==> config.mk <==
export PLATFORM = sky130hd
export DESIGN_NAME = gmsms_div
export DESIGN_NICKNAME = d
export VERILOG_FILES = /design/src/gmsms_pkg.sv /design/src/gmsms_div.sv
export SDC_FILE = /design/constraint.sdc
export NUM_CORES = 1
export LEC_CHECK = 0
export ABC_AREA = 1
export BUFFER_PORTS_ARGS = -buffer_cell sky130_fd_sc_hd__clkbuf_2
export CAP_MARGIN = 10
export CORE_MARGIN = 2
export CORE_UTILIZATION = 55
export DETAILED_ROUTE_END_ITERATION = 8
export GPL_TIMING_DRIVEN = 0
export PLACE_DENSITY = 0.83
export RECOVER_POWER = 100
export SYNTH_ARGS = -nofsm -noshare
export SYNTH_HDL_FRONTEND = slang
export SYNTH_SLANG_ARGS = --single-unit
==> constraint.sdc <==
create_clock -name clock -period 6.2 [get_ports clock]
set_clock_uncertainty 0.2 [all_clocks]
set_input_delay 0.62 -clock clock [delete_from_list [all_inputs] [get_ports clock]]
set_output_delay 0.62 -clock clock [all_outputs]
set_load 0.05 [all_outputs]
==> src/gmsms_pkg.sv <==
// Shared types, constants and the kernel weight table of the mean-shift mode seeker.
// No dependencies; every other module imports this package, the two interfaces do not.
package gmsms_pkg;

   // sizes
   localparam int MAX_POINTS      = 1024;
   localparam int DIMS            = 4;
   localparam int EXP_TABLE_DEPTH = 256;
   localparam int ADDR_W          = $clog2(MAX_POINTS);
   localparam int COUNT_W         = ADDR_W + 1;
   localparam int TAB_IW          = $clog2(EXP_TABLE_DEPTH);
   localparam int COORD_W         = 16;
   localparam int POINT_W         = COORD_W * DIMS;
   localparam int SQ_W            = 32;
   localparam int DIST_W          = 34;
   localparam int PROD_W          = 50;
   localparam int ARG_SHIFT       = 20;
   localparam int ARG_W           = PROD_W - ARG_SHIFT;
   localparam int WP_W            = 33;
   localparam int SUM_W           = 48;
   localparam int WT_W            = 28;
   localparam int NUM_W           = 50;
   localparam int QUOT_W          = 17;
   localparam int MOVE_W          = 35;
   localparam int THR_W           = 36;
   localparam int CSR_ADDR_W      = 5;
   localparam int CSR_DATA_W      = 64;

   localparam logic [31:0] EXP_DECAY = 32'd61565;

   // request codes
   localparam logic [1:0] REQ_LOAD  = 2'd0;
   localparam logic [1:0] REQ_CLEAR = 2'd1;
   localparam logic [1:0] REQ_SEEK  = 2'd2;

   // status codes
   localparam logic [1:0] STAT_CONVERGED = 2'd0;
   localparam logic [1:0] STAT_CAP_HIT   = 2'd1;
   localparam logic [1:0] STAT_EMPTY     = 2'd2;
   localparam logic [1:0] STAT_ZERO_WT   = 2'd3;

   // register indexes
   localparam logic [1:0] REG_KERNEL_SCALE   = 2'd0;
   localparam logic [1:0] REG_STOP_THRESHOLD = 2'd1;
   localparam logic [1:0] REG_MAX_ITERATIONS = 2'd2;
   localparam logic [1:0] REG_DIMS_IN_USE    = 2'd3;

   typedef struct packed {
      logic [15:0]      kernel_scale;
      logic [THR_W-1:0] stop_threshold;
      logic [7:0]       max_iterations;
      logic [2:0]       dims_in_use;
   } cfg_type;

   typedef struct packed {
      logic                    start;
      logic signed [SUM_W-1:0] sum;
      logic [WT_W-1:0]         total;
   } div_req_type;

   typedef struct packed {
      logic                      done;
      logic signed [COORD_W-1:0] quot;
   } div_rsp_type;

   typedef logic [15:0] kern_tab_type [EXP_TABLE_DEPTH];

   // exp(-k/16) in Q0.16, built at elaboration
   function automatic kern_tab_type kern_tab_build();
      kern_tab_type t;
      logic [31:0]  v;
      v = 32'd65535;
      for (int k = 0; k < EXP_TABLE_DEPTH; k++) begin
         t[k] = v[15:0];
         v = (v * EXP_DECAY + 32'd32768) >> 16;
      end
      return t;
   endfunction

   localparam kern_tab_type KERN_TAB = kern_tab_build();

endpackage

==> src/gmsms_div.sv <==
// Rounded, saturating divider: sum / total, ties away from zero, one quotient bit per cycle.
// Depends on gmsms_pkg.
module gmsms_div (
   input  logic                   clock,
   input  logic                   reset,
   input  gmsms_pkg::div_req_type req,
   output gmsms_pkg::div_rsp_type rsp
);
   import gmsms_pkg::*;

   logic                  busy_ff, busy_in;
   logic                  done_ff, done_in;
   logic [4:0]            cnt_ff, cnt_in;
   logic                  neg_ff, neg_in;
   logic [NUM_W-1:0]      rem_ff, rem_in;
   logic [NUM_W-1:0]      dsh_ff, dsh_in;
   logic [QUOT_W-1:0]     q_ff, q_in;
   logic signed [COORD_W-1:0] res_ff, res_in;
   logic [SUM_W-1:0]      mag;
   logic                  ge;

   assign mag = req.sum[SUM_W-1] ? SUM_W'(-req.sum) : SUM_W'(req.sum);
   assign ge  = rem_ff >= dsh_ff;

   // load on start, then subtract shifted divisor once a cycle
   always_comb begin
      busy_in = busy_ff;
      done_in = 1'b0;
      cnt_in  = cnt_ff;
      neg_in  = neg_ff;
      rem_in  = rem_ff;
      dsh_in  = dsh_ff;
      q_in    = q_ff;
      res_in  = res_ff;
      if (req.start) begin
         busy_in = 1'b1;
         cnt_in  = 5'd16;
         neg_in  = req.sum[SUM_W-1];
         rem_in  = NUM_W'({mag, 1'b0}) + NUM_W'(req.total);
         dsh_in  = NUM_W'({req.total, 1'b0}) << 16;
         q_in    = '0;
      end else if (busy_ff) begin
         q_in   = {q_ff[QUOT_W-2:0], ge};
         rem_in = ge ? rem_ff - dsh_ff : rem_ff;
         dsh_in = dsh_ff >> 1;
         cnt_in = cnt_ff - 5'd1;
         if (cnt_ff == 5'd0) begin
            busy_in = 1'b0;
            done_in = 1'b1;
            if (!neg_ff) begin
               res_in = (q_in > QUOT_W'(32767)) ? 16'sh7fff : $signed(q_in[15:0]);
            end else begin
               res_in = (q_in > QUOT_W'(32768)) ? -16'sh8000 : $signed(-q_in[15:0]);
            end
         end
      end
   end

   always_ff @(posedge clock) begin
      if (reset) begin
         busy_ff <= 1'b0;
         done_ff <= 1'b0;
      end else begin
         busy_ff <= busy_in;
         done_ff <= done_in;
      end
   end

   always_ff @(posedge clock) begin
      cnt_ff <= cnt_in;
      neg_ff <= neg_in;
      rem_ff <= rem_in;
      dsh_ff <= dsh_in;
      q_ff   <= q_in;
      res_ff <= res_in;
   end

   assign rsp.done = done_ff;
   assign rsp.quot = res_ff;
endmodule

; ---- Word level (Yosys, flattened, before mapping)
; Cells that the tools add are included.
; Widths: inputs -> output; s select.
[totals]
register_bits = 135
latchBits = 0
ram_bits = 0
mem_bits_ro = 0
inputBits = 79
output_inout_bits = 17
word_cells = 38
n_memories = 0
[classes]
n_addsub = 5
multipliers = 0
div = 0
order_cmp = 3
eq_ne = 0
shift = 0
muxes = 13
n_bitwise = 2
n_reduce_logical = 6
[ops]
columns = cell, n
row1 = $mux 50, 3
row2 = $mux 45, 2
row3 = $add 49x28->50, 1
row4 = $ge 50x45->1, 1
row5 = $sub 50x45->50, 1
row6 = $mux 16, 3
row7 = $mux 48, 1
row8 = $neg 48->48, 1
row9 = $gt 17x15->1 const B, 1
row10 = $gt 17x16->1 const B, 1
row11 = $neg 16->16, 1
row12 = $logic_not 5->1, 1
row13 = $sub 5x1->5 const B, 1
row14 = $mux 1, 4
row15 = $reduce_bool 2->1, 2
row16 = $reduce_and 3->1, 1
row17 = $reduce_or 3->1, 1
row18 = $not 1->1, 2
row19 = $reduce_and 2->1, 1

; ---- Longest topological paths before layout
[depth]
ltp_word = 4
ltp_mapped = 24
ltp_nobuf = 24

; ---- Worst setup path before layout
; OpenSTA, ideal clock, no wires.
[synth_timing]
path_kind = register to register
from = register rem_ff[32]
to = register rem_ff[0] (enable)
setup_time_ns = 0.527
arrival_ns = 5.081
required_time_ns = 5.473
path_slack_ns = 0.393
stages_incl_launch_ff = 11
n_path_buf = 1
synth_period_minus_slack_ns = 5.807
path_cell_list = edfxtp_1 -> ha_1 -> clkbuf_2 -> nand2_1 -> nor2_1 -> nand2_1 -> o21ai_0 -> nand2_1 -> nand3_1 -> nor2_4 -> o21ai_0
[synth_between]
elab_chain_cells = 3
[synth_rtl]
columns = element, line
row1 = start: declaration, gmsms_div.sv:15  ; logic [NUM_W-1:0] rem_ff, rem_in;
row2 = start signal: assignment, gmsms_div.sv:72  ; rem_ff <= rem_in;
row3 = $ge 50x45->1, gmsms_div.sv:23  ; assign ge = rem_ff >= dsh_ff;
row4 = $reduce_bool 2->1 (no source line), -
row5 = $reduce_and 2->1 (no source line), -
; Every way passes these cells.
; A chain may end at the register's enable or synchronous reset.

; ---- Final worst setup path
[layout_timing]
from = input req[75] (netlist name)
to = register rem_ff[33] (data pin)
[layout_between]
elab_chain_cells = 3
[layout_rtl]
columns = element, line
row1 = start: declaration, gmsms_div.sv:6  ; input gmsms_pkg::div_req_type req,
row2 = $mux 48, gmsms_div.sv:22  ; assign mag = req.sum[SUM_W-1] ? SUM_W'(-req.sum) : SUM_W'(req.sum);
row3 = $add 49x28->50, gmsms_div.sv:39  ; rem_in = NUM_W'({mag, 1'b0}) + NUM_W'(req.total);
row4 = $mux 50, gmsms_div.sv:35  ; if (req.start) begin
row5 = via rem_in[33], gmsms_div.sv:15
; The timed path passes the listed nets, and every way through them passes these cells.

==> flow_metrics.py <==
metrics = {
    "synth": {
        "synth_nets": 2094,
        "synth_simple_gate_area_share": 0.334,
        "synth-xor-area-share": 0.0304,
        "postSynthAreaPerCell_um2": 6.55,
        "synth_top_family_by_area": "simple AND/OR/NAND/NOR gates",
        "synth-compound-area-share": 0.180,
        "ys_ff_latch": 135,
        "synth-adder-area-share": 0.0781,
        "synth_cell_types": 52,
        "synthMuxAreaShare": 0.000887,
        "synth.cell_area_um2": 12700,
        "synthFlopType": "edfxtp_1",
        "synth_top_cell_area_share": 0.225,
        "synth_edf_count": 95,
        "synthCells": 1937,
        "synthArstFlopShare": 0,
        "yosysSeqAreaShare": 0.288,
        "synth_area_leaders": "edfxtp_1 22%, nand2_1 15%, inv_1 7.5%",
        "ys_warn_count": 0,
        "synth_top_area_cell": "edfxtp_1",
    },
    "detailed_routing": {
        "post-route-drc-count": 0,
        "vias": 13700,
        "firstDrtPassIters": 6,
        "wire_per_inst_um": 18.3,
        "routed_wl_um": 43100,
        "drtIter0Drc": 1327,
        "avgViaCountPerCell": 5.81,
        "ant_nets": 0,
    },
    "global_routing": {
        "grt_pass1_wl_um": 67900,
        "grt_pass1_vias": 13000,
        "grt_max_degree": 37,
        "antenna_found_initial": 0,
        "grt_util_all_layers": 0.360,
        "overflow": 0,
    },
    "place": {
        "hpwl_um": 34900,
        "port_buffers": 95,
        "dpl_cell_area_um2": 13600,
        "dpl.cell_count": 2320,
        "place.gp.congestion": 1.01,
    },
    "worst_hold_path": {
        "min_to": "done_ff",
        "hold_depth": 2,
        "min_from": "reset",
        "hold_class": "primary input to flop",
    },
    "status": {
        "violations": "max-capacitance violations, max-slew violations",
        "status": "finished with violations",
    },
    "power": {
        "powerDensity_nw_per_um2": 292,
        "peakVddDrop_mv": 0.179,
        "power.leakage_nw": 6.46,
    },
    "sta": {
        "setup_viol": 0,
        "finalCritPeriodShare": 0.832,
        "finalCriticalPeriod_ns": 5.16,
        "tightest_slew_ns": 2.12,
        "maxSlewHeadroom": -0.416,
        "finalMaxSlewViolations": 47,
        "fmax_mhz": 194,
        "rsz0062_at_grt": "false",
        "hold_viol": 0,
    },
    "finish": {
        "instances_no_fill": 2353,
        "final_layout_size_suffix_gt1_frac": 0.0895,
        "final_common_cell": "nand2_1",
        "final_cell_mix": "493 x nand2_1, 257 x inv_1, 234 x nor2_1",
        "area_delta_synth_final_pct": 11.2,
        "num-nets-final": 2212,
        "num_antenna_cells": 0,
        "fin_area_um2": 14100,
    },
    "die": {
        "start_util": 0.561,
        "core_area_um2": 22600,
        "io_pins": 96,
        "die_area_um2": 24300,
        "fp.dieW_um": 156,
        "die_h_um": 156,
        "fp-row-count": 55,
    },
    "critical_path": {
        "cpMostUsedCell": "clkbuf_1",
        "reg2reg_to": "rem_ff[42]",
        "reg2reg_depth": 12,
        "start_kind": "primary input",
        "path_max_fanout": 10,
        "path_class": "primary input to flop",
        "reg2reg_from": "dsh_ff[13]",
        "crit_slowest_cell": "o21ai_0",
        "crit_arrival_ns": 5.09,
        "path_buf_inv": 6,
        "critPathMaxStageDelay_ns": 0.56,
        "cp.required_ns": 6.13,
        "endpoint_kind": "flop",
        "crit_chain": "clkbuf_1 -> buf_4 -> clkbuf_1 -> clkbuf_1 -> clkbuf_1 -> o21ai_0 -> xor2_1 -> ha_1 -> nand2_1 -> nor2_1 -> inv_1 -> nor2_1 -> nand3_1 -> o21ai_0 -> nand3_2 -> nand2_1 -> nand2_1 -> nand3_1 -> o21ai_0",
        "path_delay_family": "buffers and inverters",
        "rrSetupSlack_ns": 1.09,
    },
    "clock_network": {
        "cts_tree": "done",
        "cts_max_path_buffers": 2,
        "cts_resized": 0,
        "numCtsBuffers": 17,
        "cts_root_buffer": "clkbuf_16",
        "post_cts_buffers": 0,
        "ctsHoldBuffers": 0,
        "cts_htree_levels": 4,
        "clock-sinks": 135,
        "clkTransAtPathRegs_ns": 0.06,
        "clk_latency_ns": 0.43,
    },
    "flow_run": {
        "maxCapViolations": 2,
    },
}
how the worst max path moves through the flow:
stage                             to  depth (start not counted)  slack (ns)  startpoint
final                     rem_ff[33]                         19        1.04     req[75]
after global routing      rem_ff[44]                         21        0.66     req[75]
after CTS                 rem_ff[33]                         19        1.49     req[75]
after detailed placement  rem_ff[33]                         19        1.05     req[75]
after global placement    rem_ff[42]                         10       -2.07  dsh_ff[11]
after floorplan            rem_ff[0]                         10        0.39  rem_ff[32]
cell families (layout without fill, tap and decap cells):
group | Yosys count | count (layout)
AO/OA/AOI/OAI | 411 | 411
buffers and inverters | 298 | 429
flip-flops | 135 | 135
adder cells (fa/ha/maj) | 78 | 78
XOR/XNOR | 44 | 44
multiplexers | 1 | 1
AND/OR/NAND/NOR | 970 | 970
synthesized netlist by cell type, types with 11 or more instances:
master and count:
o22ai_1 34, or2_2 11, inv_1 255, ha_1 76
edfxtp_1 95, o21ai_0 168, a21o_1 15, nand3_1 113
xor2_1 34, nor2_2 11, dfxtp_1 40, a21oi_1 130
nand4_1 33, clkbuf_1 26, a31oi_1 14, nand2_2 22
nand3b_1 14, nor3_1 11, nor2_1 231, nand2_1 492
metrics by stage:
step                      power (mW)  setup TNS, ns  setup slack [ns]  hold WS (ns)   util
after floorplan                 2.47              0             0.393         0.249      -
after global placement          2.95        -103.48             -2.07         0.264  0.597
after detailed placement        2.98              0              1.05         0.298  0.601
after CTS                       4.07              0              1.49         0.196  0.628
after global routing            4.38              0             0.659         0.202  0.624
final                           4.13              0              1.04         0.198  0.624
area by class of cell:
type | instances | area (µm²)
Fill cell | 2156 | 8520
Sequential cell | 135 | 3650
Tap cell | 285 | 357
Clock buffer | 19 | 433
Buffer | 35 | 146
Timing Repair Buffer | 99 | 490
Multi-Input combinational cell | 1504 | 7870
Clock inverter | 13 | 180
Inverter | 263 | 987
layer usage:
metal	global-route usage	wire [µm]
met5	0	0
met4	0.165	2110
met3	0.0525	3440
met2	0.617	19800
met1	0.449	17700
flip-flops by register name, summed over array words and instances, names as in the netlist:
name	count
rem_ff	50
dsh_ff	45
q_ff	16
res_ff	16
cnt_ff	5
busy_ff	1
done_ff	1
neg_ff	1
report_power, final:
group / internal, mW / leakage, nW / total (mW) / switching (mW)
sequential: 1.13 / 1.28 / 1.18 / 0.0499
combinational: 0.602 / 4.89 / 1.87 / 1.27
clock: 0.672 / 0.295 / 1.08 / 0.408
total: 2.40 / 6.46 / 4.13 / 1.73
Note: power is estimated with default switching activity, not from simulation.
