[src/gmsms_pkg.sv]
// Shared types, constants and the kernel weight table of the mean-shift mode seeker.
// No dependencies; every other module imports this package, the two interfaces do not.
package gmsms_pkg;

   // sizes
   localparam int MAX_POINTS      = 1024;
   localparam int DIMS            = 4;
   localparam int EXP_TABLE_DEPTH = 256;
   localparam int ADDR_W          = $clog2(MAX_POINTS);
   localparam int COUNT_W         = ADDR_W + 1;
   localparam int TAB_IW          = $clog2(EXP_TABLE_DEPTH);
   localparam int COORD_W         = 16;
   localparam int POINT_W         = COORD_W * DIMS;
   localparam int SQ_W            = 32;
   localparam int DIST_W          = 34;
   localparam int PROD_W          = 50;
   localparam int ARG_SHIFT       = 20;
   localparam int ARG_W           = PROD_W - ARG_SHIFT;
   localparam int WP_W            = 33;
   localparam int SUM_W           = 48;
   localparam int WT_W            = 28;
   localparam int NUM_W           = 50;
   localparam int QUOT_W          = 17;
   localparam int MOVE_W          = 35;
   localparam int THR_W           = 36;
   localparam int CSR_ADDR_W      = 5;
   localparam int CSR_DATA_W      = 64;

   localparam logic [31:0] EXP_DECAY = 32'd61565;

   // request codes
   localparam logic [1:0] REQ_LOAD  = 2'd0;
   localparam logic [1:0] REQ_CLEAR = 2'd1;
   localparam logic [1:0] REQ_SEEK  = 2'd2;

   // status codes
   localparam logic [1:0] STAT_CONVERGED = 2'd0;
   localparam logic [1:0] STAT_CAP_HIT   = 2'd1;
   localparam logic [1:0] STAT_EMPTY     = 2'd2;
   localparam logic [1:0] STAT_ZERO_WT   = 2'd3;

   // register indexes
   localparam logic [1:0] REG_KERNEL_SCALE   = 2'd0;
   localparam logic [1:0] REG_STOP_THRESHOLD = 2'd1;
   localparam logic [1:0] REG_MAX_ITERATIONS = 2'd2;
   localparam logic [1:0] REG_DIMS_IN_USE    = 2'd3;

   typedef struct packed {
      logic [15:0]      kernel_scale;
      logic [THR_W-1:0] stop_threshold;
      logic [7:0]       max_iterations;
      logic [2:0]       dims_in_use;
   } cfg_type;

   typedef struct packed {
      logic                    start;
      logic signed [SUM_W-1:0] sum;
      logic [WT_W-1:0]         total;
   } div_req_type;

   typedef struct packed {
      logic                      done;
      logic signed [COORD_W-1:0] quot;
   } div_rsp_type;

   typedef logic [15:0] kern_tab_type [EXP_TABLE_DEPTH];

   // exp(-k/16) in Q0.16, built at elaboration
   function automatic kern_tab_type kern_tab_build();
      kern_tab_type t;
      logic [31:0]  v;
      v = 32'd65535;
      for (int k = 0; k < EXP_TABLE_DEPTH; k++) begin
         t[k] = v[15:0];
         v = (v * EXP_DECAY + 32'd32768) >> 16;
      end
      return t;
   endfunction

   localparam kern_tab_type KERN_TAB = kern_tab_build();

endpackage

[src/gmsms_csr.sv]
// Configuration registers behind an APB-style port, 64-bit data, register i at 8*i.
// Depends on gmsms_pkg.
module gmsms_csr (
   input  logic                            clock,
   input  logic                            reset,
   input  logic                            csr_psel,
   input  logic                            csr_penable,
   input  logic                            csr_pwrite,
   input  logic [gmsms_pkg::CSR_ADDR_W-1:0] csr_paddr,
   input  logic [gmsms_pkg::CSR_DATA_W-1:0] csr_pwdata,
   output logic [gmsms_pkg::CSR_DATA_W-1:0] csr_prdata,
   output logic                            csr_pready,
   output gmsms_pkg::cfg_type              cfg
);
   import gmsms_pkg::*;

   cfg_type    cfg_ff;
   logic [1:0] idx;
   logic       wr;

   assign idx = csr_paddr[4:3];
   assign wr  = csr_psel && csr_penable && csr_pwrite;

   // write decode
   always_ff @(posedge clock) begin
      if (reset) begin
         cfg_ff.kernel_scale   <= 16'd256;
         cfg_ff.stop_threshold <= THR_W'(256);
         cfg_ff.max_iterations <= 8'd32;
         cfg_ff.dims_in_use    <= 3'd4;
      end else if (wr) begin
         unique case (idx)
            REG_KERNEL_SCALE:   cfg_ff.kernel_scale   <= csr_pwdata[15:0];
            REG_STOP_THRESHOLD: cfg_ff.stop_threshold <= csr_pwdata[THR_W-1:0];
            REG_MAX_ITERATIONS: cfg_ff.max_iterations <= csr_pwdata[7:0];
            REG_DIMS_IN_USE:    cfg_ff.dims_in_use    <= csr_pwdata[2:0];
            default: ;
         endcase
      end
   end

   // read mux
   always_comb begin
      unique case (idx)
         REG_KERNEL_SCALE:   csr_prdata = CSR_DATA_W'(cfg_ff.kernel_scale);
         REG_STOP_THRESHOLD: csr_prdata = CSR_DATA_W'(cfg_ff.stop_threshold);
         REG_MAX_ITERATIONS: csr_prdata = CSR_DATA_W'(cfg_ff.max_iterations);
         REG_DIMS_IN_USE:    csr_prdata = CSR_DATA_W'(cfg_ff.dims_in_use);
         default:            csr_prdata = '0;
      endcase
   end

   assign csr_pready = 1'b1;
   assign cfg        = cfg_ff;
endmodule

[config.mk]
export PLATFORM = sky130hd
export DESIGN_NAME = gmsms_csr
export DESIGN_NICKNAME = d
export VERILOG_FILES = /design/src/gmsms_pkg.sv /design/src/gmsms_csr.sv
export SDC_FILE = /design/constraint.sdc
export NUM_CORES = 1
export LEC_CHECK = 0
export BUFFER_PORTS_ARGS = -buffer_cell sky130_fd_sc_hd__buf_2
export CORE_MARGIN = 2
export CORE_UTILIZATION = 35
export CTS_BUF_LIST = sky130_fd_sc_hd__clkbuf_16
export DETAILED_ROUTE_END_ITERATION = 7
export PLACE_DENSITY = 0.74
export SETUP_SLACK_MARGIN = 0.05
export SLEW_MARGIN = 20
export SYNTH_ARGS = -nofsm -noshare
export SYNTH_HDL_FRONTEND = slang
export SYNTH_SLANG_ARGS = --single-unit
[constraint.sdc]
create_clock -name clock -period 1.3 [get_ports clock]
set_input_delay 0.065 -clock clock [delete_from_list [all_inputs] [get_ports clock]]
set_output_delay 0.065 -clock clock [all_outputs]
set_load 0.01 [all_outputs]
# == Word level (Yosys, flattened, before mapping) ==
# Index checks and enable logic that the tools add are counted.
# word_totals
ff_bits,63
inputBits,74
output_inout_bits,128
elab_cells,15
# op_classes
n_eq_ne,3
mux,1
reduce_logical,7
# ops
op,count
64-bit one-hot mux with 4 select lines,1
2-bit AND reduction,4
2-bit equality test (second input constant),2
2-bit by 1-bit equality test with 1-bit output (second input constant),1
1-bit logical AND,2
2-bit logical NOT,1

# == Longest topological paths before layout ==
# Gate-level depths: netlist of run 1.
# depth
ltp_word,3
mapped_depth,6
depth_no_buf,3

# == Least setup slack after synthesis of run 1 ==
# OpenSTA, ideal clock, no wires.
# synth_timing
path_type,input-to-reg
from,input port csr_pwrite
to,"register cfg_ff, in the netlist cfg[19]"
setup_ns,0.122
arrival_ns,0.881
required_ns,1.178
setup_slack_ns,0.298
path_stages,6
n_path_buf,3
cell_sequence,and3_1 > buf_6 > and2_1 > buf_2 > buf_6 > mux2i_1
# synth_via
elab_chain_len,2
# synth_rtl
element,line_no,source
start: declaration,gmsms_csr.sv:8,"input logic csr_pwrite,"
1-bit logical AND,gmsms_csr.sv:22,assign wr = csr_psel && csr_penable && csr_pwrite;
2-bit AND reduction (no source line),-,
end: declaration,gmsms_csr.sv:17,cfg_type cfg_ff;
# Every way passes these cells.
# A chain may end at the register's enable or synchronous reset.

# == Final worst setup path of run 1 ==
# layout_timing
from,"register cfg_ff, in the netlist cfg[13]"
to,output port csr_prdata[2] in the netlist's numbering
# layout_via
elab_chain_len,1
# layout_rtl
element,line_no,source
64-bit one-hot mux with 4 select lines,gmsms_csr.sv:44,unique case (idx)
end: declaration,gmsms_csr.sv:11,"output logic [gmsms_pkg::CSR_DATA_W-1:0] csr_prdata,"
# Every way passes these cells. The select of a mux whose other input is x is not followed.

==> impl_metrics.json, run 1 <==
{
  "grt-ovfl-total": 0,
  "fin_ws_ps": -4.34,
  "critPathKind": "flip-flop to output pin",
  "crit_buf_inv": 1,
  "initial_core_util_pct": 35.9,
  "synth-edff-count": 0,
  "synthToLayoutAreaGrowth_pct": 38.5,
  "path_delay_family": "multiplexers",
  "fp.coreArea_um2": 9150,
  "rsz0062_at_grt": "yes",
  "drt_iter0_drc": 86,
  "path_clk_slew_ps": 60,
  "root_buffer": "clkbuf_16",
  "p_leak_nw": 2.33,
  "wire_per_inst_um": 13.8,
  "cp.required_ps": 1240,
  "power_density_nw_per_um2": 1100,
  "fin_skew_ps": 0,
  "muxShareOfSynthArea_pct": 19.1,
  "syn_area_per_cell_um2": 9.36,
  "port_buffers": 141,
  "drc": 0,
  "syn-instance-count": 351,
  "setup_viol": 3,
  "clkLatencyLatePin_ps": 320,
  "largest_reg_flops": 63,
  "place_ws_ps": 7.19,
  "ys_seq_elements": 63,
  "worstSetupEndpointType": "output pin",
  "post-synth-top-count-cell": "dfxtp_1",
  "drtAntennaViolNets": 0,
  "antenna_found_initial": 1,
  "dp_hpwl_um": 5990,
  "row_count": 35,
  "synth.cell_area_um2": 3290,
  "grt_pass1_wl_um": 13200,
  "place_area_um2": 4020,
  "synthTopCellsByArea": "dfxtp_1, mux2i_1, nand2b_1, buf_4, a21bo_2",
  "max_stage_delay_ps": 460,
  "vias_per_cell": 4.64,
  "hp-class": "primary input to flip-flop",
  "place_congestion": 0.760,
  "synth_top_cell_by_area": "dfxtp_1",
  "dr.pass1.iters": 4,
  "track_usage_pct": 16.6,
  "drive_gt1_share_pct": 41.4,
  "cts_sinks": 63,
  "grt_pass1_vias": 2788,
  "yosys.area_share.simple_pct": 21.3,
  "nFillCells": 852,
  "start_kind": "flip-flop",
  "htreeDepth": 3,
  "synth_compound_area_share_pct": 9.90,
  "placed_cells": 586,
  "path_max_fanout": 3,
  "ys.flop_type": "dfxtp_1",
  "synth_top_family_by_area": "simple AND/OR/NAND/NOR gates",
  "ys_types": 23,
  "yosysTopAreaCellShare_pct": 38.4,
  "die_y_um": 101,
  "io_pins": 202,
  "drv_cap": 0,
  "drt-total-wl_um": 8570,
  "async_flop_share_pct": 0,
  "finalHoldViolations": 0,
  "die_w_um": 101,
  "max_freq_mhz": 767,
  "final_area_um2": 4550,
  "crit_arrival_ps": 1240,
  "synth_xor_area_share_pct": 0,
  "crit_slowest_cell": "mux4_2",
  "cts_tree": "built",
  "synthTopCellsByCount": "dfxtp_1, mux2i_1, nand2b_1",
  "fin_crit_sh_pct": 100,
  "min_period_ps": 1300,
  "clock_path_buffers": 2,
  "vias": 2885,
  "grt_max_degree": 82,
  "finalPower_mw": 5.00,
  "maxSlewViolCount": 0,
  "cts_buffers": 9,
  "violations": "setup timing",
  "synth_fa_ha_area_share_pct": 0,
  "nNetsFinal": 579,
  "path_cells": "mux4_2 > buf_6",
  "dieArea_um2": 10200,
  "outcome": "finished with violations",
  "ys.warnings.count": 0,
  "ir_worst_vdd_mv": 0.668,
  "ys_seq_area_share_pct": 38.4,
  "fin_cells": 622
}
-- path summary, 6_finish.rpt --
kind	from	slack [ps]	cells after the start	to
max	cfg[13]	-4	2	csr_prdata[2]
max reg2reg	cfg[37]	530	2	cfg[37]
min	csr_pwdata[21]	20	3	cfg[32]
min reg2reg	cfg[48]	480	2	cfg[48]
-- layout by cell type, fill, tap and decap left out --
master,netlist,layout
buf_2,5,138
mux2i_1,56,56
nand2b_1,54,54
dfxtp_1,63,53
conb_1,2,29
nand3_1,22,22
and2_1,21,21
a21bo_2,20,20
a21oi_1,20,20
buf_4,31,16
nor2_1,15,15
dlygate4sd3_1,0,15
dfxtp_2,0,10
clkbuf_16,0,9
nand2_1,6,6
o21ai_0,5,4
mux4_2,3,3
buf_12,0,3
bufinv_16,0,2
clkinv_4,0,2
clkinvlp_4,0,2
buf_6,3,2
diode_2,0,1
nor2b_4,0,1
and2b_1,1,1
o21ai_1,0,1
nor3_2,1,1
and3_1,1,1
nand2_2,1,1
or3_1,1,1
clkinv_2,0,1
-- per-layer routing --
layer  wire length, µm  track usage, %  up-vias
li1                  -               -     1423
met1              3630            18.9     1335
met2              4200            29.7      117
met3               614            4.51       10
met4               123            5.82        0
met5                 0               0        -
-- through the flow --
| step | setup TNS, ps | util, % | hold WS (ps) |
|---|---|---|---|
| floorplan | 0 | - | 212 |
| global placement | 0 | 43.9 | 322 |
| detailed placement | 0 | 43.9 | 328 |
| CTS | -62.0 | 49.7 | 1.60 |
| global route | -96.2 | 49.7 | 16.5 |
| finish | -10.6 | 49.7 | 15.7 |
-- kinds of logic after synthesis --
family                 Yosys count
flip-flops                      63
AND/OR/NAND/NOR                124
buffers and inverters           58
AO/OA/AOI/OAI                   45
multiplexers                    59
other                            2
-- area by class of cell --
| cell class | count | area (µm²) | area share [%] |
|---|---|---|---|
| diodes | 1 | 2.50 | 0.0550 |
| clock buffers | 9 | 225 | 4.95 |
| clock inverters | 7 | 97.6 | 2.14 |
| multi-input cells | 257 | 1770 | 38.9 |
| flip-flops and latches | 63 | 1270 | 28.0 |
| well taps | 111 | 139 | 3.05 |
| repair buffers | 174 | 1040 | 22.9 |
-- power breakdown --
| part | leakage [nW] | total [mW] | internal, mW | switching, mW |
|---|---|---|---|---|
| combinational | 1.67 | 0.473 | 0.219 | 0.254 |
| clock | 0.152 | 2.56 | 1.68 | 0.877 |
| sequential | 0.513 | 1.98 | 1.96 | 0.0177 |
-- timing repair --
item | in CTS | in global routing
resized for setup | 11 | 4
buffers inserted | 4 | 0
endpoints found under the setup margin | 4 | 4
pin swaps | 0 | 0
hold buffers | 15 | 0
endpoints found under the hold margin | 15 | 0
-- worst min-delay path, delay by kind of cell --
family                 cells  cell delay, ps
buffers and inverters      1             100
AND/OR/NAND/NOR            1              60
AO/OA/AOI/OAI              1              50
Note: power is estimated with default switching activity, not from simulation.
==> run 2: changes to the inputs <==
CORE_UTILIZATION = 43   (was 35)
PLACE_DENSITY = 0.87   (was 0.74)
==> run 2 against run 1 <==
The run still ends with setup timing left. Total power barely moved. Highest routed layer unchanged. Critical path depth unchanged. Largest power group unchanged. Flip-flop and latch count unchanged. Final area down 0.22%.
==> impl_metrics.json, run 2 (synthesized netlist as in run 1, its figures left out) <==
{
  "p_int_mw": 3.86,
  "worstSetupEndpointType": "output pin",
  "power_frac_comb_pct": 9.4,
  "min_period_ps": 1300,
  "cts_sinks": 63,
  "drt_iter0_drc": 89,
  "drtAntennaViolNets": 0,
  "setup_tns_ps": -5.09,
  "dieArea_um2": 8360,
  "final_area_um2": 4540,
  "root_buffer": "clkbuf_16",
  "dp_hpwl_um": 5440,
  "finalPower_mw": 5.00,
  "fin_skew_ps": 0,
  "maxSlewViolCount": 0,
  "path_cells": "mux4_2 > buf_6",
  "row_count": 31,
  "max_stage_delay_ps": 470,
  "fin_crit_sh_pct": 100,
  "synthToLayoutAreaGrowth_pct": 38.2,
  "vias": 2859,
  "final_common_cell": "buf_2",
  "cts_tree": "built",
  "nNetsFinal": 577,
  "nFillCells": 603,
  "place_congestion": 0.727,
  "switchingPower_mw": 1.14,
  "critPathKind": "flip-flop to output pin",
  "cts_buffers": 9,
  "cp.required_ps": 1240,
  "io_pins": 202,
  "grt-ovfl-total": 0,
  "start_kind": "flip-flop",
  "wire_per_inst_um": 13.0,
  "fin_ws_ps": -4.36,
  "p_leak_nw": 2.34,
  "grt_pass1_wl_um": 13200,
  "rrSetupSlack_ps": 430,
  "drive_gt1_share_pct": 40.4,
  "drv_cap": 0,
  "path_max_fanout": 2,
  "largest_reg_flops": 63,
  "antenna_found_initial": 0,
  "placed_cells": 571,
  "hp-class": "primary input to flip-flop",
  "die_y_um": 91.4,
  "max_freq_mhz": 767,
  "layout_common_cells": "buf_2, mux2i_1, dfxtp_1",
  "whs_ps": 13.6,
  "p_sw_share_pct": 22.8,
  "port_buffers": 141,
  "power_density_nw_per_um2": 1100,
  "path_clk_slew_ps": 60,
  "finalHoldViolations": 0,
  "finish.utilization_pct": 62.0,
  "drc": 0,
  "rsz0062_at_grt": "yes",
  "place_area_um2": 4010,
  "dr.pass1.iters": 4,
  "vias_per_cell": 4.71,
  "clkLatencyLatePin_ps": 320,
  "p_clk_share_pct": 51.1,
  "crit_arrival_ps": 1240,
  "diodes": 0,
  "fin_cells": 607,
  "setup_viol": 2,
  "initial_core_util_pct": 44.8,
  "place_ws_ps": 52.7,
  "die_w_um": 91.4,
  "htreeDepth": 3,
  "crit_slowest_cell": "mux4_2",
  "clock_path_buffers": 2,
  "violations": "setup timing",
  "grt_max_degree": 82,
  "grt_pass1_vias": 2777,
  "fp.coreArea_um2": 7330,
  "outcome": "finished with violations",
  "track_usage_pct": 19.3,
  "ir_worst_vdd_mv": 0.650,
  "p_seq_share_pct": 39.5,
  "drt-total-wl_um": 7890
}
[run 2: cell type report]
type	instances	area (µm²)	area share, %
flip-flops and latches	63	1270	28.0
clock inverters	7	96.3	2.12
well taps	99	124	2.73
clock buffers	9	225	4.96
repair buffers	172	1060	23.3
multi-input cells	257	1770	39.0
[run 2: power by group through the flow]
stage	Sequential (mW)	Clock, mW	Combinational [mW]
2_1_floorplan	2.03	0	0.318
3_3_place_gp	2.01	0	0.414
3_5_place_dp	2.02	0	0.424
4_1_cts	1.97	2.64	0.468
5_1_grt	1.98	2.70	0.517
6_report	1.97	2.56	0.471
[run 2: metal layers]
metal | track usage, % | share of wire, %
met1 | 22.9 | 43
met2 | 33.4 | 49
met3 | 3.98 | 6.0
met4 | 8.21 | 2.0
met5 | 0 | 0
[run 2: final timing paths]
check | start | to | cells after the start
setup / recovery | cfg[0] | csr_prdata[0] | 2
hold reg to reg | cfg[48] | cfg[48] | 2
setup reg to reg | cfg[2] | cfg[2] | 4
hold / removal | csr_pwdata[25] | cfg[36] | 3
[run 2: worst max-delay path: cells and delay by family (launching register included)]
family                 cells  cell delay [ps]
buffers and inverters      1              130
multiplexers               1              470
flip-flops                 1              320
[run 2: what timing repair did]
action	in CTS	in global routing
pin swaps	0	0
hold buffers	16	0
hold endpoints to repair	16	0
cloned	0	0
setup buffers	3	1
resized for setup	5	5
setup endpoints to repair	3	8
==> run 3: changes to the inputs <==
CELL_PAD_IN_SITES_DETAIL_PLACEMENT = 2   (was not set)
CELL_PAD_IN_SITES_GLOBAL_PLACEMENT = 2   (was not set)
CORE_UTILIZATION = 23   (was 43)
GPL_ROUTABILITY_DRIVEN = 0   (was not set)
PLACE_DENSITY = 0.86   (was 0.87)
==> run 3 against run 2 <==
The flow finishes with violations (hold timing, setup timing). First-iteration DRC count rose by 49%. Maximum frequency fell by 1.4%. Critical path depth did not move. Worst hold slack got worse by 14 ps. Combinational power rose by 8.3%. Register-to-register slack improved by 80 ps. Wire length rose by 45%. Clock power fell by 10%. Largest power group unchanged. Highest routed layer unchanged.
==> impl_metrics.json, run 3 (synthesized netlist as in run 1, its figures left out) <==
{
  "dr.pass1.iters": 4,
  "nNetsFinal": 588,
  "power_density_nw_per_um2": 1020,
  "min_to": "cfg[43]",
  "final_common_cell": "buf_2",
  "die_y_um": 124,
  "outcome": "finished with violations",
  "path_cells": "mux4_2 > buf_6",
  "crit_buf_inv": 1,
  "p_sw_share_pct": 23.9,
  "cts_buffers": 9,
  "finalHoldViolations": 1,
  "worstSetupPathDepth": 2,
  "p_leak_nw": 2.38,
  "finish.utilization_pct": 33.7,
  "hold_start": "csr_pwdata[32]",
  "grt_pass1_vias": 3181,
  "clock_path_buffers": 2,
  "path_clk_slew_ps": 60,
  "drive_gt1_share_pct": 41.8,
  "dp_hpwl_um": 7870,
  "rsz0062_at_grt": "yes",
  "htreeDepth": 3,
  "power_frac_comb_pct": 10.7,
  "max_stage_delay_ps": 460,
  "timing.rr.start": "cfg[36]",
  "row_count": 43,
  "initial_core_util_pct": 23.6,
  "maxSlewViolCount": 0,
  "dieArea_um2": 15300,
  "layout_common_cells": "buf_2, mux2i_1, nand2b_1",
  "r2r_end": "cfg[36]",
  "clkLatencyLatePin_ps": 330,
  "rrSetupSlack_ps": 510,
  "hp-class": "primary input to flip-flop",
  "crit_arrival_ps": 1260,
  "p_int_mw": 3.64,
  "setup_viol": 3,
  "violations": "hold timing, setup timing",
  "die_w_um": 124,
  "min_period_ps": 1320,
  "path_delay_family": "multiplexers",
  "p_clk_share_pct": 48.0,
  "root_buffer": "clkbuf_16",
  "fin_crit_sh_pct": 102,
  "synthToLayoutAreaGrowth_pct": 43.1,
  "largest_reg_flops": 63,
  "drv_cap": 0,
  "drt-total-wl_um": 11400,
  "grt_max_degree": 62,
  "placed_cells": 654,
  "antenna_found_initial": 0,
  "switchingPower_mw": 1.14,
  "grt_pass1_wl_um": 17000,
  "fin_cells": 699,
  "worstSetupEndpointType": "output pin",
  "diodes": 0,
  "fin_ws_ps": -22.9,
  "cts_tree": "built",
  "cp.required_ps": 1240,
  "vias": 3046,
  "vias_per_cell": 4.36,
  "crit_slowest_cell": "mux4_2",
  "grt-ovfl-total": 0,
  "nFillCells": 1591,
  "crit_start": "cfg[49]",
  "critPathKind": "flip-flop to output pin",
  "p_seq_share_pct": 41.3,
  "drt_iter0_drc": 133,
  "cts_sinks": 63,
  "ir_worst_vdd_mv": 0.489,
  "path_max_fanout": 2,
  "port_buffers": 141,
  "fp.coreArea_um2": 13900,
  "drc": 0,
  "track_usage_pct": 14.9,
  "max_freq_mhz": 756,
  "whs_ps": -0.390,
  "reg2regPathDepth": 2,
  "io_pins": 202,
  "drtAntennaViolNets": 0,
  "fin_skew_ps": 0,
  "start_kind": "flip-flop",
  "wire_per_inst_um": 16.4,
  "whs_path_depth": 3
}
run 3: per-layer routing:
layer / up-vias / track usage (%) / part of all wire (%)
met5: - / 0 / 0
met2: 83 / 27.9 / 55
met1: 1511 / 16.1 / 39
li1: 1440 / - / -
met4: 0 / 4.05 / 1.2
met3: 12 / 4.47 / 5.1
run 3: per-stage QoR:
| step | TNS, ps | power, mW | setup WS, ps | cell area [µm²] |
|---|---|---|---|---|
| final | -62.9 | 4.78 | -22.9 | 4700 |
| after global placement | 0 | 2.45 | 160 | 4120 |
| after global routing | -185 | 4.99 | -67.9 | 4700 |
| after floorplan | 0 | 2.34 | 298 | 3390 |
| after detailed placement | 0 | 2.47 | 103 | 4120 |
| after CTS | -111 | 4.85 | -43.3 | 4700 |
run 3: final cells by class:
cell class | count | area [µm²] | share of cell area (%)
Multi-Input combinational cell | 257 | 1770 | 37.7
Sequential cell | 63 | 1280 | 27.2
Timing Repair Buffer | 183 | 1150 | 24.4
Clock buffer | 9 | 225 | 4.79
Tap cell | 180 | 225 | 4.79
Clock inverter | 7 | 55.1 | 1.17
run 3: tightest hold or removal path: cells and delay by family:
| family | cells | cell delay (ps) |
|---|---|---|
| buf+inv | 1 | 100 |
| simple gates | 1 | 60 |
| compound gates | 1 | 60 |
run 3: worst max-delay path by stage:
stage | end | slack (ps)
after global placement | cfg[14] | 160
after global routing | csr_prdata[0] | -70
after CTS | csr_prdata[2] | -40
after detailed placement | cfg[12] | 100
final | csr_prdata[2] | -20
after floorplan | cfg[19] | 300
run 3: power by group through the flow:
stage / Sequential [mW] / Clock, mW / Combinational [mW]
2_1_floorplan: 2.03 / 0 / 0.318
3_3_place_gp: 2.01 / 0 / 0.436
3_5_place_dp: 2.02 / 0 / 0.453
4_1_cts: 1.98 / 2.36 / 0.512
5_1_grt: 1.98 / 2.45 / 0.560
6_report: 1.98 / 2.30 / 0.510
run 3: repair_timing:
| item | 4_1_cts | 5_1_grt |
|---|---|---|
| buffers inserted | 11 | 0 |
| endpoints found under the setup margin | 3 | 7 |
| endpoints found under the hold margin | 18 | 0 |
| pin swaps | 0 | 0 |
| hold buffers | 18 | 0 |
| gates resized for setup | 14 | 6 |
